$ cat config.mk
export PLATFORM = sky130hd
export DESIGN_NAME = capture_pair_frequency_meter
export DESIGN_NICKNAME = d
export VERILOG_FILES = /design/src/sv/cpfm_pkg.sv /design/src/sv/capture_pair_frequency_meter.sv /design/src/sv/cpfm_div.sv
export SDC_FILE = /design/constraint.sdc
export NUM_CORES = 1
export LEC_CHECK = 0
export BUFFER_PORTS_ARGS = -buffer_cell sky130_fd_sc_hd__buf_4
export CAP_MARGIN = 20
export CORE_ASPECT_RATIO = 1.25
export CORE_UTILIZATION = 37
export DETAILED_ROUTE_END_ITERATION = 6
export GPL_ROUTABILITY_DRIVEN = 0
export HOLD_SLACK_MARGIN = 0.08
export MAX_ROUTING_LAYER = met4
export RECOVER_POWER = 25
export SLEW_MARGIN = 40
export SYNTH_ARGS = -nofsm -noshare
export SYNTH_HDL_FRONTEND = slang
export SYNTH_SLANG_ARGS = --single-unit
$ cat constraint.sdc
create_clock -name clk -period 3.1 [get_ports clk]
set_input_delay 0.465 -clock clk [delete_from_list [all_inputs] [get_ports clk]]
set_output_delay 0.465 -clock clk [all_outputs]
set_load 0.02 [all_outputs]
$ cat src/sv/cpfm_pkg.sv
// cpfm_pkg: shared widths, constants and handshake structs of the capture pair frequency meter
// no dependencies; used by cpfm_div and capture_pair_frequency_meter
package cpfm_pkg;

  // fixed field widths
  localparam int CAPTURE_W  = 16;
  localparam int CLOCK_W    = 27;
  localparam int PERIOD_W   = 16;
  localparam int FREQ_W     = 35;

  // bus packing
  localparam int IN_TDATA_W  = 16;
  localparam int OUT_TDATA_W = 56;
  localparam int OUT_TUSER_W = 1;

  // configuration port
  localparam int CFG_ADDR_W = 3;
  localparam int CFG_DATA_W = 32;

  // register index, taken from the word address bit
  localparam logic REG_CLOCK_HZ = 1'b0;

  // reset and limits
  localparam logic [CLOCK_W-1:0] CLOCK_RESET = 27'd10500000;
  localparam logic [FREQ_W-1:0]  FREQ_MAX    = 35'h7_FFFF_FFFF;

  // parameter defaults
  localparam int COUNTER_BITS_DEF = 16;
  localparam int FRAC_BITS_DEF    = 8;

  // divider control and status
  typedef struct packed {
    logic start;
  } div_ctrl_t;

  typedef struct packed {
    logic busy;
    logic done;
  } div_stat_t;

endpackage

$ cat src/sv/capture_pair_frequency_meter.sv
// capture_pair_frequency_meter: pairs counter captures and reports period and frequency
// depends on cpfm_pkg and cpfm_div
//
// Capture values arrive one item at a time on in_*; the first of a pair is stored and
// gives no result, the second gives one result item on out_* carrying the period
// (second minus first, modulo 2^COUNTER_BITS) and clock_hz / period with FRAC_BITS
// fraction bits, truncated and saturated to 35 bits. Equal captures set zero_period
// and report a frequency of 0. A first capture is stored with in_tready left high. A
// second capture holds in_tready low while the sequencer starts the restoring
// divider, waits for its quotient bits, sees it finish and loads the result register,
// plus a wait if the previous result is still held on out_*. Equal captures skip the
// divider and load the result register after that wait alone. in_tready is low while
// a pair is being worked on. clock_hz sits at byte address 0 of the APB port and
// resets to 10500000.
module capture_pair_frequency_meter #(
  parameter int COUNTER_BITS = cpfm_pkg::COUNTER_BITS_DEF,
  parameter int FRAC_BITS    = cpfm_pkg::FRAC_BITS_DEF
) (
  input  logic                            clk,
  input  logic                            rst_n,
  // capture input
  input  logic                            in_tvalid,
  output logic                            in_tready,
  input  logic [cpfm_pkg::IN_TDATA_W-1:0]  in_tdata,   // [15:0] capture_value
  // result output
  output logic                            out_tvalid,
  input  logic                            out_tready,
  output logic [cpfm_pkg::OUT_TDATA_W-1:0] out_tdata,  // [15:0] period_ticks,
                                                       // [50:16] frequency_q8, rest zero
  output logic [cpfm_pkg::OUT_TUSER_W-1:0] out_tuser,  // [0] zero_period
  // configuration
  input  logic                            cfg_psel,
  input  logic                            cfg_penable,
  input  logic                            cfg_pwrite,
  input  logic [cpfm_pkg::CFG_ADDR_W-1:0]  cfg_paddr,
  input  logic [cpfm_pkg::CFG_DATA_W-1:0]  cfg_pwdata,
  output logic [cpfm_pkg::CFG_DATA_W-1:0]  cfg_prdata,
  output logic                            cfg_pready
);
  import cpfm_pkg::*;

  localparam int DVD_W = CLOCK_W + FRAC_BITS;
  localparam int EXT_W = (DVD_W > FREQ_W) ? DVD_W : FREQ_W;

  typedef enum logic [2:0] {
    S_IDLE = 3'b001,
    S_DIV  = 3'b010,
    S_PUSH = 3'b100
  } state_t;

  state_t                  state_r, state_nxt;
  logic                    pending_r, pending_nxt;
  logic [CAPTURE_W-1:0]    first_r, first_nxt;
  logic [COUNTER_BITS-1:0] period_r, period_nxt;
  logic                    zero_r, zero_nxt;
  logic [CLOCK_W-1:0]      clock_r, clock_nxt;

  logic                    out_valid_r, out_valid_nxt;
  logic [PERIOD_W-1:0]     out_period_r, out_period_nxt;
  logic [FREQ_W-1:0]       out_freq_r, out_freq_nxt;
  logic                    out_zero_r, out_zero_nxt;

  div_ctrl_t               div_ctrl;
  div_stat_t               div_stat;
  logic [DVD_W-1:0]        quotient;
  logic [EXT_W-1:0]        quo_ext;
  logic [FREQ_W-1:0]       freq_sat;

  logic                    in_fire;
  logic                    cfg_wr;
  logic                    out_free;
  logic [CAPTURE_W-1:0]    capture;
  logic [COUNTER_BITS-1:0] period_new;

  assign capture    = in_tdata[CAPTURE_W-1:0];
  assign in_tready  = (state_r == S_IDLE);
  assign in_fire    = in_tvalid && in_tready;
  assign out_free   = !out_valid_r || out_tready;
  assign period_new = COUNTER_BITS'(capture) - COUNTER_BITS'(first_r);

  // configuration port
  assign cfg_pready = 1'b1;
  assign cfg_wr     = cfg_psel && cfg_penable && cfg_pwrite && cfg_pready;
  assign cfg_prdata = (cfg_paddr[2] == REG_CLOCK_HZ) ? CFG_DATA_W'(clock_r) : '0;

  always_comb begin
    clock_nxt = clock_r;
    if (cfg_wr && cfg_paddr[2] == REG_CLOCK_HZ) begin
      clock_nxt = cfg_pwdata[CLOCK_W-1:0];
    end
  end

  // divider
  cpfm_div #(
    .DVD_W (DVD_W),
    .DSR_W (COUNTER_BITS)
  ) u_div (
    .clk      (clk),
    .rst_n    (rst_n),
    .ctrl     (div_ctrl),
    .dividend (DVD_W'(clock_r) << FRAC_BITS),
    .divisor  (period_r),
    .stat     (div_stat),
    .quotient (quotient)
  );

  // saturate the quotient to the output width
  always_comb begin
    quo_ext = EXT_W'(quotient);
    if (quo_ext > EXT_W'(FREQ_MAX)) begin
      freq_sat = FREQ_MAX;
    end else begin
      freq_sat = quo_ext[FREQ_W-1:0];
    end
  end

  // pairing sequencer
  always_comb begin
    state_nxt      = state_r;
    pending_nxt    = pending_r;
    first_nxt      = first_r;
    period_nxt     = period_r;
    zero_nxt       = zero_r;
    div_ctrl.start = 1'b0;
    out_valid_nxt  = out_valid_r && !out_tready;
    out_period_nxt = out_period_r;
    out_freq_nxt   = out_freq_r;
    out_zero_nxt   = out_zero_r;
    unique case (state_r)
      S_IDLE: begin
        if (in_fire) begin
          if (!pending_r) begin
            first_nxt   = capture;
            pending_nxt = 1'b1;
          end else begin
            pending_nxt = 1'b0;
            period_nxt  = period_new;
            zero_nxt    = (period_new == '0);
            state_nxt   = (period_new == '0) ? S_PUSH : S_DIV;
          end
        end
      end
      S_DIV: begin
        div_ctrl.start = !div_stat.busy && !div_stat.done;
        if (div_stat.done) begin
          state_nxt = S_PUSH;
        end
      end
      S_PUSH: begin
        if (out_free) begin
          out_valid_nxt  = 1'b1;
          out_period_nxt = PERIOD_W'(period_r);
          out_freq_nxt   = zero_r ? '0 : freq_sat;
          out_zero_nxt   = zero_r;
          state_nxt      = S_IDLE;
        end
      end
      default: begin
        state_nxt = S_IDLE;
      end
    endcase
  end

  always_ff @(posedge clk) begin
    if (!rst_n) begin
      state_r     <= S_IDLE;
      pending_r   <= 1'b0;
      first_r     <= '0;
      clock_r     <= CLOCK_RESET;
      out_valid_r <= 1'b0;
    end else begin
      state_r     <= state_nxt;
      pending_r   <= pending_nxt;
      first_r     <= first_nxt;
      clock_r     <= clock_nxt;
      out_valid_r <= out_valid_nxt;
    end
  end

  // payload registers
  always_ff @(posedge clk) begin
    period_r     <= period_nxt;
    zero_r       <= zero_nxt;
    out_period_r <= out_period_nxt;
    out_freq_r   <= out_freq_nxt;
    out_zero_r   <= out_zero_nxt;
  end

  assign out_tvalid = out_valid_r;
  assign out_tdata  = OUT_TDATA_W'({out_freq_r, out_period_r});
  assign out_tuser  = out_zero_r;

`ifndef SYNTHESIS
  // divider finishes only while the sequencer waits for it
  a_done_in_div: assert property (@(posedge clk) disable iff (!rst_n)
    div_stat.done |-> state_r == S_DIV)
    else $error("divider done outside division");

  // no new item while the divider runs
  a_busy_blocks_input: assert property (@(posedge clk) disable iff (!rst_n)
    div_stat.busy |-> !in_tready)
    else $error("input ready during division");

  // a nonzero pair always goes to the divider
  a_pair_divides: assert property (@(posedge clk) disable iff (!rst_n)
    in_fire && pending_r && period_new != '0 |=> state_r == S_DIV)
    else $error("nonzero period skipped division");

  // zero period result carries no period and no frequency
  a_zero_result: assert property (@(posedge clk) disable iff (!rst_n)
    out_tvalid && out_tuser[0] |-> out_tdata == '0)
    else $error("zero period result with nonzero data");
`endif

endmodule

$ cat src/sv/cpfm_div.sv
// cpfm_div: restoring bit-serial unsigned divider, one quotient bit per cycle
// depends on cpfm_pkg for the control and status structs
module cpfm_div #(
  parameter int DVD_W = 35,
  parameter int DSR_W = 16
) (
  input  logic                 clk,
  input  logic                 rst_n,
  input  cpfm_pkg::div_ctrl_t  ctrl,
  input  logic [DVD_W-1:0]     dividend,
  input  logic [DSR_W-1:0]     divisor,
  output cpfm_pkg::div_stat_t  stat,
  output logic [DVD_W-1:0]     quotient
);
  import cpfm_pkg::*;

  localparam int CNT_W = $clog2(DVD_W + 1);

  logic             busy_r, busy_nxt;
  logic             done_r, done_nxt;
  logic [CNT_W-1:0] cnt_r, cnt_nxt;
  logic [DSR_W-1:0] rem_r, rem_nxt;
  logic [DSR_W-1:0] dsr_r, dsr_nxt;
  logic [DVD_W-1:0] quo_r, quo_nxt;

  logic [DSR_W:0]   shl;
  logic [DSR_W:0]   diff;
  logic             ge;

  // trial subtract of the shifted partial remainder
  assign shl  = {rem_r, quo_r[DVD_W-1]};
  assign ge   = (shl >= {1'b0, dsr_r});
  assign diff = shl - {1'b0, dsr_r};

  always_comb begin
    busy_nxt = busy_r;
    done_nxt = 1'b0;
    cnt_nxt  = cnt_r;
    rem_nxt  = rem_r;
    dsr_nxt  = dsr_r;
    quo_nxt  = quo_r;
    if (ctrl.start && !busy_r) begin
      // load operands, dividend shifts out of the quotient register
      busy_nxt = 1'b1;
      cnt_nxt  = CNT_W'(DVD_W);
      rem_nxt  = '0;
      dsr_nxt  = divisor;
      quo_nxt  = dividend;
    end else if (busy_r) begin
      rem_nxt = ge ? diff[DSR_W-1:0] : shl[DSR_W-1:0];
      quo_nxt = {quo_r[DVD_W-2:0], ge};
      cnt_nxt = cnt_r - 1'b1;
      if (cnt_r == CNT_W'(1)) begin
        busy_nxt = 1'b0;
        done_nxt = 1'b1;
      end
    end
  end

  always_ff @(posedge clk) begin
    if (!rst_n) begin
      busy_r <= 1'b0;
      done_r <= 1'b0;
      cnt_r  <= '0;
    end else begin
      busy_r <= busy_nxt;
      done_r <= done_nxt;
      cnt_r  <= cnt_nxt;
    end
  end

  // datapath registers
  always_ff @(posedge clk) begin
    rem_r <= rem_nxt;
    dsr_r <= dsr_nxt;
    quo_r <= quo_nxt;
  end

  assign stat.busy = busy_r;
  assign stat.done = done_r;
  assign quotient  = quo_r;

endmodule

==> results of run 1 <==
## logic make-up (layout without fill, tap and decap cells)
group,Yosys count,in the layout,synth area share [%]
xor+xnor,29,29,2.83
fa+ha+maj,35,35,5.05
compound gates,162,162,11.3
buf+inv,97,226,4.91
mux,14,14,1.93
flops,192,192,55.4
other cells,2,11,0.0838
simple gates,354,354,18.6
## state kept, by name, summed over array words and instances, names as in the netlist
name            count
u_div.busy_r        1
u_div.rem_r        16
out_tvalid          1
u_div.cnt_r         6
out_freq_r         35
pending_r           1
u_div.quotient     35
first_r            16
out_period_r       16
period_r           16
state_r             3
zero_r              1
u_div.dsr_r        16
out_tuser           1
clock_r            27
u_div.done_r        1
## routing by layer
| metal | GRT usage, % | part of all wire [%] | wire, µm |
|---|---|---|---|
| met5 | - | 0 | 0 |
| met4 | 6.79 | 2.8 | 538 |
| met3 | 2.71 | 3.0 | 578 |
| met2 | 27.1 | 50 | 9580 |
| met1 | 20.5 | 45 | 8620 |
## cells in the final DEF (no fill, tap or decap), drive strengths merged, types with 14 or more instances in the layout
master	instances
clkbuf	23
nor2b	65
a21oi	55
dfxtp	80
nor2	37
xnor2	22
o21ai	55
edfxtp	112
inv	55
nand2	185
a22o	14
ha	33
buf	142
nand3	20
## stage by stage
stage | hold WS [ns] | setup WS, ns
after floorplan | 0.421 | 0.464
after CTS | 0.220 | 0.382
after detailed placement | 0.437 | 0.116
after global placement | 0.433 | 0.125
after global routing | 0.231 | 0.170
final | 0.238 | 0.406
## report_power, final
part           internal (µW)  switching, µW  leakage (µW)  total [µW]
sequential              2740           30.7       0.00169        2770
clock                   1070           1050      0.000277        2120
combinational            199            287       0.00223         486
## worst max-delay path, stage by stage, from the launching register on
cell	delay, ns
edfxtp_1	0.34
inv_1	0.05
ha_1	0.36
nand3_1	0.12
a21oi_1	0.17
o21ai_1	0.09
and3_1	0.17
o31a_4	0.37
a31oi_4	0.17
buf_4	0.22
mux2_2	0.35
a22o_1	0.17
## cell type report
class	count	share of cell area (%)
clock buffer	18	3.97
multi-input combinational	605	33.4
inverter	47	1.63
clock inverter	14	1.31
tap	325	3.76
timing repair buffer	147	10.0
sequential	192	45.9
## final timing paths
check | to | slack, ns | cells past startpoint
setup / recovery | u_div.rem_r[7]$_SDFFE_PP0P_ | 0.41 | 11
hold / removal | clock_r[12]$_SDFFE_PN1P_ | 0.24 | 3
setup reg to reg | u_div.rem_r[7]$_SDFFE_PP0P_ | 0.41 | 11
hold reg to reg | u_div.dsr_r[14]$_DFFE_PP_ | 0.45 | 0
==> results.txt, run 1 <==
Outcome - complete, but fails checks
Violations in the final reports - capacitance limit, slew limit
Cts hold-fix bufs - 0
FMAX - 0.371 GHz
Tcrit/Tclk final - 86.9%
Placement Cell Area - 10300 µm²
Iter 0 DRT Violations - 336
Sinks on Clock Net - 192
Clock Path Buffers - 2
Post-CTS setup buffers - 0
Actual slew at the worst max-slew pin - 1.66 ns
Layout Cells excl Fill - 1348
CTS tree - done
Crit-path max FO - 8
TritonCTS buffer count - 17
Synthesis-stage register bit count - 192
Min-Delay Path Class - in -> reg
Commonest cells in the netlist - nand2_1 (185), edfxtp_1 (112), dfxtp_1 (80)
Storage element area - 4970 µm²
H-tree level count - 4
Maximum VDD drop - 0.000366 V
Setup tns final - 0 ns
Synth warn - 0
Slew margin rel. - -10.4%
MaxCap Viol Count - 1
Cell with the most instances after synthesis - nand2_1
Endpoints failing hold - 0
Synth cell types - 66
Yosys top cell area share - 37.5%
Avg Cell Area, Syn - 10.1 µm²
Starting density of the core - 37.8%
GRT Total Usage - 16.6%
PD cells - 497 nW/µm²
1st-pass router iterations - 4
# resized after CTS - 0
Syn Inst Count - 885
DP HPWL - 14.0 mm
Number of core rows - 63
Crit path kind - reg -> reg
Clock root buffer - clkbuf_16
Avg WL per Cell - 14.3 µm
HP Start - cfg_pwdata[12]
First-pass GRT wire length - 31.1 mm
RSZ-0062 raised after global routing - no
Die X - 141 µm
PortBufs - 131
Async set-reset flop share out of synthesis - 0%
Tmin final - 2.69 ns
Final slew viol count - 37
Vias per cell - 4.78
N_diodes - 0
Largest net degree at the start of global routing - 53
Endpoints failing setup - 0
Synth Cell Area - 8970 µm²
Worst r2r src - u_div.dsr_r[3]$_DFFE_PP_
Main flop type after synthesis - edfxtp_1
Critical path arrival - 3.01 ns
Share of cells above drive strength 1 - 19.8%
Dominant cell type by area after synthesis - edfxtp_1
Die area - 24900 µm²
Antenna Nets Post-Route - 0
Filler instances - 2273
Io pins - 150
Fin area - 10800 µm²
Clk_skew - 0.00987 ns
Crit. Startpoint - u_div.dsr_r[3]$_DFFE_PP_
Tot Pwr - 5380 µW
Chip Height - 176 µm
Seq/Total Area, Yosys - 55.4%
Placed insts - 1316
DRC viols - 0
Main area contributors after synthesis - edfxtp_1 (38%), dfxtp_1 (18%), nand2_1 (7.7%)
LEAKAGE - 0.00420 µW
Vias - 6448
WP data required - 3.42 ns
CP endpoint kind - flop
Post-synth EDFFs - 112
CTS clk-pin slew, worst paths - 0.08 ns
Detailed Route WL - 19.3 mm
P&R area growth vs syn - 20.6%
Fin util - 45.6%
GRT overflow - 0
Core ar. - 23700 µm²
Area of the multi-input gates - 3610 µm²
Initial antenna violation count - 0
Startpoint types - flop
Vias in the first global route - 6070
Final net count - 1103
Worst skew pair latency - 0.43 ns
Power figures use the tool's default switching activity.
==> run 2, diff against run 1 <==
Settings changed: CORE_UTILIZATION 37 to 51, PLACE_DENSITY set to 0.76.
==> run 2 against run 1 <==
Against the previous run: global-route usage grew 4.8 points; sequential share of layout area grew 0.54 points; worst hold slack lost 0.0011 ns; the flow still finishes with violations (capacitance limit, slew limit); largest power group unchanged; cell count fell by 8.0%.
==> results.txt, run 2 (synthesized netlist as in run 1, its figures left out) <==
Outcome - complete, but fails checks
Violations in the final reports - capacitance limit, slew limit
Clock Path Buffers - 2
P&R area growth vs syn - 19.2%
GRT Total Usage - 21.4%
1st-pass router iterations - 5
Max incr delay on CP - 0.40 ns
Placement Cell Area - 10100 µm²
Die X - 121 µm
Clock root buffer - clkbuf_16
Most frequent cells in the layout - nand2_1 (185), buf_4 (140), edfxtp_1 (112)
Core ar. - 17000 µm²
Actual slew at the worst max-slew pin - 1.64 ns
Layout Cells excl Fill - 1240
WP data required - 3.42 ns
H-tree level count - 4
Total routed wire length on the met1 layer - 7.74 mm
Io pins - 150
Worst path slowest cell - ha_1
# resized after CTS - 0
Critical path depth - 11
Clk_skew - 0.00949 ns
Startpoint types - flop
Worst skew pair latency - 0.43 ns
DP HPWL - 12.9 mm
Detailed Route WL - 18.4 mm
Tcrit/Tclk final - 88.5%
Cts hold-fix bufs - 0
CTS clk-pin slew, worst paths - 0.07 ns
Vias per cell - 5.28
Met2 wire len - 9.47 mm
Starting density of the core - 52.8%
Avg WL per Cell - 14.8 µm
Slew margin rel. - -9.58%
Antenna Nets Post-Route - 0
Endpoints failing hold - 0
Maximum VDD drop - 0.000343 V
Critical path buffer and inverter count - 2
MaxCap Viol Count - 2
Met3 routed wirelength - 810 µm
LEAKAGE - 0.00420 µW
Uppermost layer routed - met4
Largest net degree at the start of global routing - 68
Final net count - 1100
R2R cell count - 11
Vias in the first global route - 5963
PD cells - 508 nW/µm²
RSZ-0062 raised after global routing - no
Crit path kind - reg -> reg
GRT overflow - 0
Hold_ws - 0.237 ns
TritonCTS buffer count - 17
Iter 0 DRT Violations - 420
Post-CTS setup buffers - 0
CP endpoint kind - flop
N_diodes - 0
CP delay by family, top - compound AO/OA/AOI/OAI gates
PortBufs - 131
FMAX - 0.364 GHz
CTS tree - done
Share of cells above drive strength 1 - 19.7%
Tmin final - 2.74 ns
Initial antenna violation count - 0
Die area - 18100 µm²
Critical path arrival - 3.06 ns
Placed insts - 1208
Crit-path max FO - 10
Endpoints failing setup - 0
Vias - 6541
Final slew viol count - 71
Chip Height - 150 µm
Commonest non-fill, non-tap cell in the layout - nand2_1
Setup tns final - 0 ns
Crit-path cells - inv_1, ha_1, nand2_1, nor3_2, o21ai_1, and3_1, o31a_4, a31oi_4, buf_4, mux2_2, a22o_1
Sinks on Clock Net - 192
Fin area - 10700 µm²
Number of core rows - 53
First-pass GRT wire length - 29.1 mm
Min-Delay Path Class - in -> reg
Hold depth - 3
DRC viols - 0
==> run 2: cell count changes in the layout (fill, tap and decap cells not counted), moves of 2 or more <==
| cell | delta |
|---|---|
| inv_8 | -2 |
| clkinvlp_4 | +2 |
| clkinv_4 | -2 |
| buf_4 | -2 |
==> run 2: report_power, final <==
part	switching, µW	internal, µW
combinational	285	197
clock	980	1200
sequential	29.2	2740
total	1290	4140
==> run 2: worst reg2reg max path: cells and delay by family, from the launching register on <==
kind | cells | cell delay, ns
buffers and inverters | 2 | 0.27
and+or+nand+nor | 3 | 0.45
muxes | 1 | 0.36
AOI/OAI and AO/OA | 4 | 0.82
adders and majority gates | 1 | 0.40
DFF | 1 | 0.33
==> run 2: cell type report <==
class | instances | area, µm²
Multi-Input combinational cell | 605 | 3610
Tap cell | 220 | 275
Inverter | 47 | 176
Sequential cell | 192 | 4970
Clock buffer | 21 | 472
Fill cell | 1437 | 6290
Timing Repair Buffer | 144 | 1070
Clock inverter | 11 | 123
==> run 2: per-stage QoR <==
| stage | setup slack, ns | util, % | total power, µW |
|---|---|---|---|
| floorplan | 0.464 | - | 3160 |
| global placement | 0.163 | 59.5 | 3290 |
| detailed placement | 0.0544 | 59.5 | 3310 |
| CTS | 0.350 | 63.0 | 5460 |
| global route | 0.195 | 63.0 | 5630 |
| finish | 0.355 | 63.0 | 5430 |
==> run 2: final timing paths <==
check                                               from                     endpoint  slack, ns
worst min-delay path                      cfg_pwdata[10]     clock_r[10]$_SDFFE_PN1P_       0.24
worst min register to register     period_r[7]$_DFFE_PP_     u_div.dsr_r[7]$_DFFE_PP_       0.45
worst max register to register  u_div.dsr_r[6]$_DFFE_PP_  u_div.rem_r[7]$_SDFFE_PP0P_       0.36
worst max-delay path            u_div.dsr_r[6]$_DFFE_PP_  u_div.rem_r[7]$_SDFFE_PP0P_       0.36
==> run 2: metal layers <==
layer | up-vias | track usage [%]
li1 | 3273 | -
met1 | 3040 | 25.5
met2 | 201 | 36.4
met3 | 27 | 3.98
met4 | 0 | 7.59
met5 | - | -
==> run 3, diff against run 2 <==
Settings changed: CTS_BUF_LIST set to sky130_fd_sc_hd__clkbuf_8 sky130_fd_sc_hd__clkbuf_16.
==> run 3 against run 2 <==
Against the previous run: the flow still finishes with violations (capacitance limit, slew limit); routed wire length grew 0.12%; worst hold slack barely moved; total power shrank 0.11%; global-route usage stayed put; via count is essentially flat; largest cell class unchanged; largest power group unchanged.
==> results.txt, run 3 (synthesized netlist as in run 1, its figures left out) <==
Gate power share - 8.9%
CTS clk-pin slew, worst paths - 0.07 ns
CTS tree - done
Placement Cell Area - 10100 µm²
Largest net degree at the start of global routing - 68
Crit path kind - reg -> reg
Starting density of the core - 52.8%
Power share of the sequential group - 51.0%
MaxCap Viol Count - 2
Slew margin rel. - -9.53%
Tmin final - 2.74 ns
Maximum VDD drop - 0.000343 V
Die X - 121 µm
Setup tns final - 0 ns
Endpoints failing hold - 0
Filler instances - 1437
Outcome - complete, but fails checks
Final slew viol count - 71
PD cells - 508 nW/µm²
Placed insts - 1208
Area of the multi-input gates - 3610 µm²
GRT Total Usage - 21.4%
GRT overflow - 0
# resized after CTS - 0
Critical path arrival - 3.06 ns
Initial antenna violation count - 0
Io pins - 150
WP data required - 3.42 ns
Violations in the final reports - capacitance limit, slew limit
Pint - 4130 µW
LEAKAGE - 0.00420 µW
RSZ-0062 raised after global routing - no
Sw power - 1300 µW
Commonest non-fill, non-tap cell in the layout - nand2_1
Detailed Route WL - 18.4 mm
Startpoint types - flop
Chip Height - 150 µm
Storage element area - 4970 µm²
Crit-path max FO - 10
Most frequent cells in the layout - nand2_1 (185), buf_4 (140), edfxtp_1 (112)
Iter 0 DRT Violations - 421
Clock Power Share - 40.1%
DRC viols - 0
Actual slew at the worst max-slew pin - 1.64 ns
Avg WL per Cell - 14.8 µm
Vias per cell - 5.28
Antenna Nets Post-Route - 0
Fin area - 10700 µm²
Tot Pwr - 5430 µW
Sw frac - 23.9%
Clk_skew - 0.0101 ns
1st-pass router iterations - 5
Core ar. - 17000 µm²
Tcrit/Tclk final - 88.5%
Clock Path Buffers - 2
Layout Cells excl Fill - 1240
TritonCTS buffer count - 17
Die area - 18100 µm²
Clock root buffer - clkbuf_16
H-tree level count - 4
Min-Delay Path Class - in -> reg
FMAX - 0.364 GHz
N_diodes - 0
Post-CTS setup buffers - 0
DP HPWL - 12.9 mm
CP endpoint kind - flop
P&R area growth vs syn - 19.2%
Cts hold-fix bufs - 0
Vias in the first global route - 5963
Sinks on Clock Net - 192
PortBufs - 131
First-pass GRT wire length - 29.1 mm
Endpoints failing setup - 0
Number of core rows - 53
Worst skew pair latency - 0.43 ns
Final net count - 1100
Vias - 6543
Share of cells above drive strength 1 - 19.7%
[run 3: worst paths after layout]
path | start | endpoint | slack, ns | cells after the start
setup reg to reg | u_div.dsr_r[6]$_DFFE_PP_ | u_div.rem_r[7]$_SDFFE_PP0P_ | 0.36 | 11
setup / recovery | u_div.dsr_r[6]$_DFFE_PP_ | u_div.rem_r[7]$_SDFFE_PP0P_ | 0.36 | 11
hold reg to reg | first_r[5]$_SDFFE_PN0P_ | first_r[5]$_SDFFE_PN0P_ | 0.45 | 2
hold / removal | cfg_pwdata[10] | clock_r[10]$_SDFFE_PN1P_ | 0.24 | 3
[run 3: final cells by class]
type	instances	share of cell area, %
clock inverters	13	1.22
multi-input cells	605	33.8
inverters	47	1.65
well taps	220	2.58
clock buffers	19	4.34
flip-flops and latches	192	46.5
repair buffers	144	9.97
[run 3: through the flow]
stage,setup slack (ns),hold WS (ns),utilization (%)
after floorplan,0.464,0.421,-
after global placement,0.163,0.433,59.5
after detailed placement,0.0544,0.434,59.5
after CTS,0.350,0.232,63.0
after global routing,0.195,0.234,63.0
final,0.356,0.237,63.0
[run 3: power by group through the flow]
stage          Sequential [µW]  Clock [µW]  Combinational (µW)
6_report                  2770        2180                 482
5_1_grt                   2770        2320                 536
4_1_cts                   2770        2200                 482
3_5_place_dp              2830           0                 478
3_3_place_gp              2820           0                 467
2_1_floorplan             2820           0                 341
[run 3: worst max-delay path, stage by stage, from the launching register on]
cell and delay (ns):
edfxtp_1 0.33, inv_1 0.04, ha_1 0.40, nand2_1 0.12, nor3_2 0.16, o21ai_1 0.10, and3_1 0.17, o31a_4 0.37
a31oi_4 0.17, buf_4 0.23, mux2_2 0.35, a22o_1 0.18
[run 3: routing by layer]
| metal | wire (µm) | up-vias | track usage, % |
|---|---|---|---|
| li1 | - | 3273 | - |
| met1 | 7730 | 3039 | 25.5 |
| met2 | 9490 | 204 | 36.4 |
| met3 | 819 | 27 | 3.98 |
| met4 | 350 | 0 | 7.59 |
| met5 | 0 | - | - |
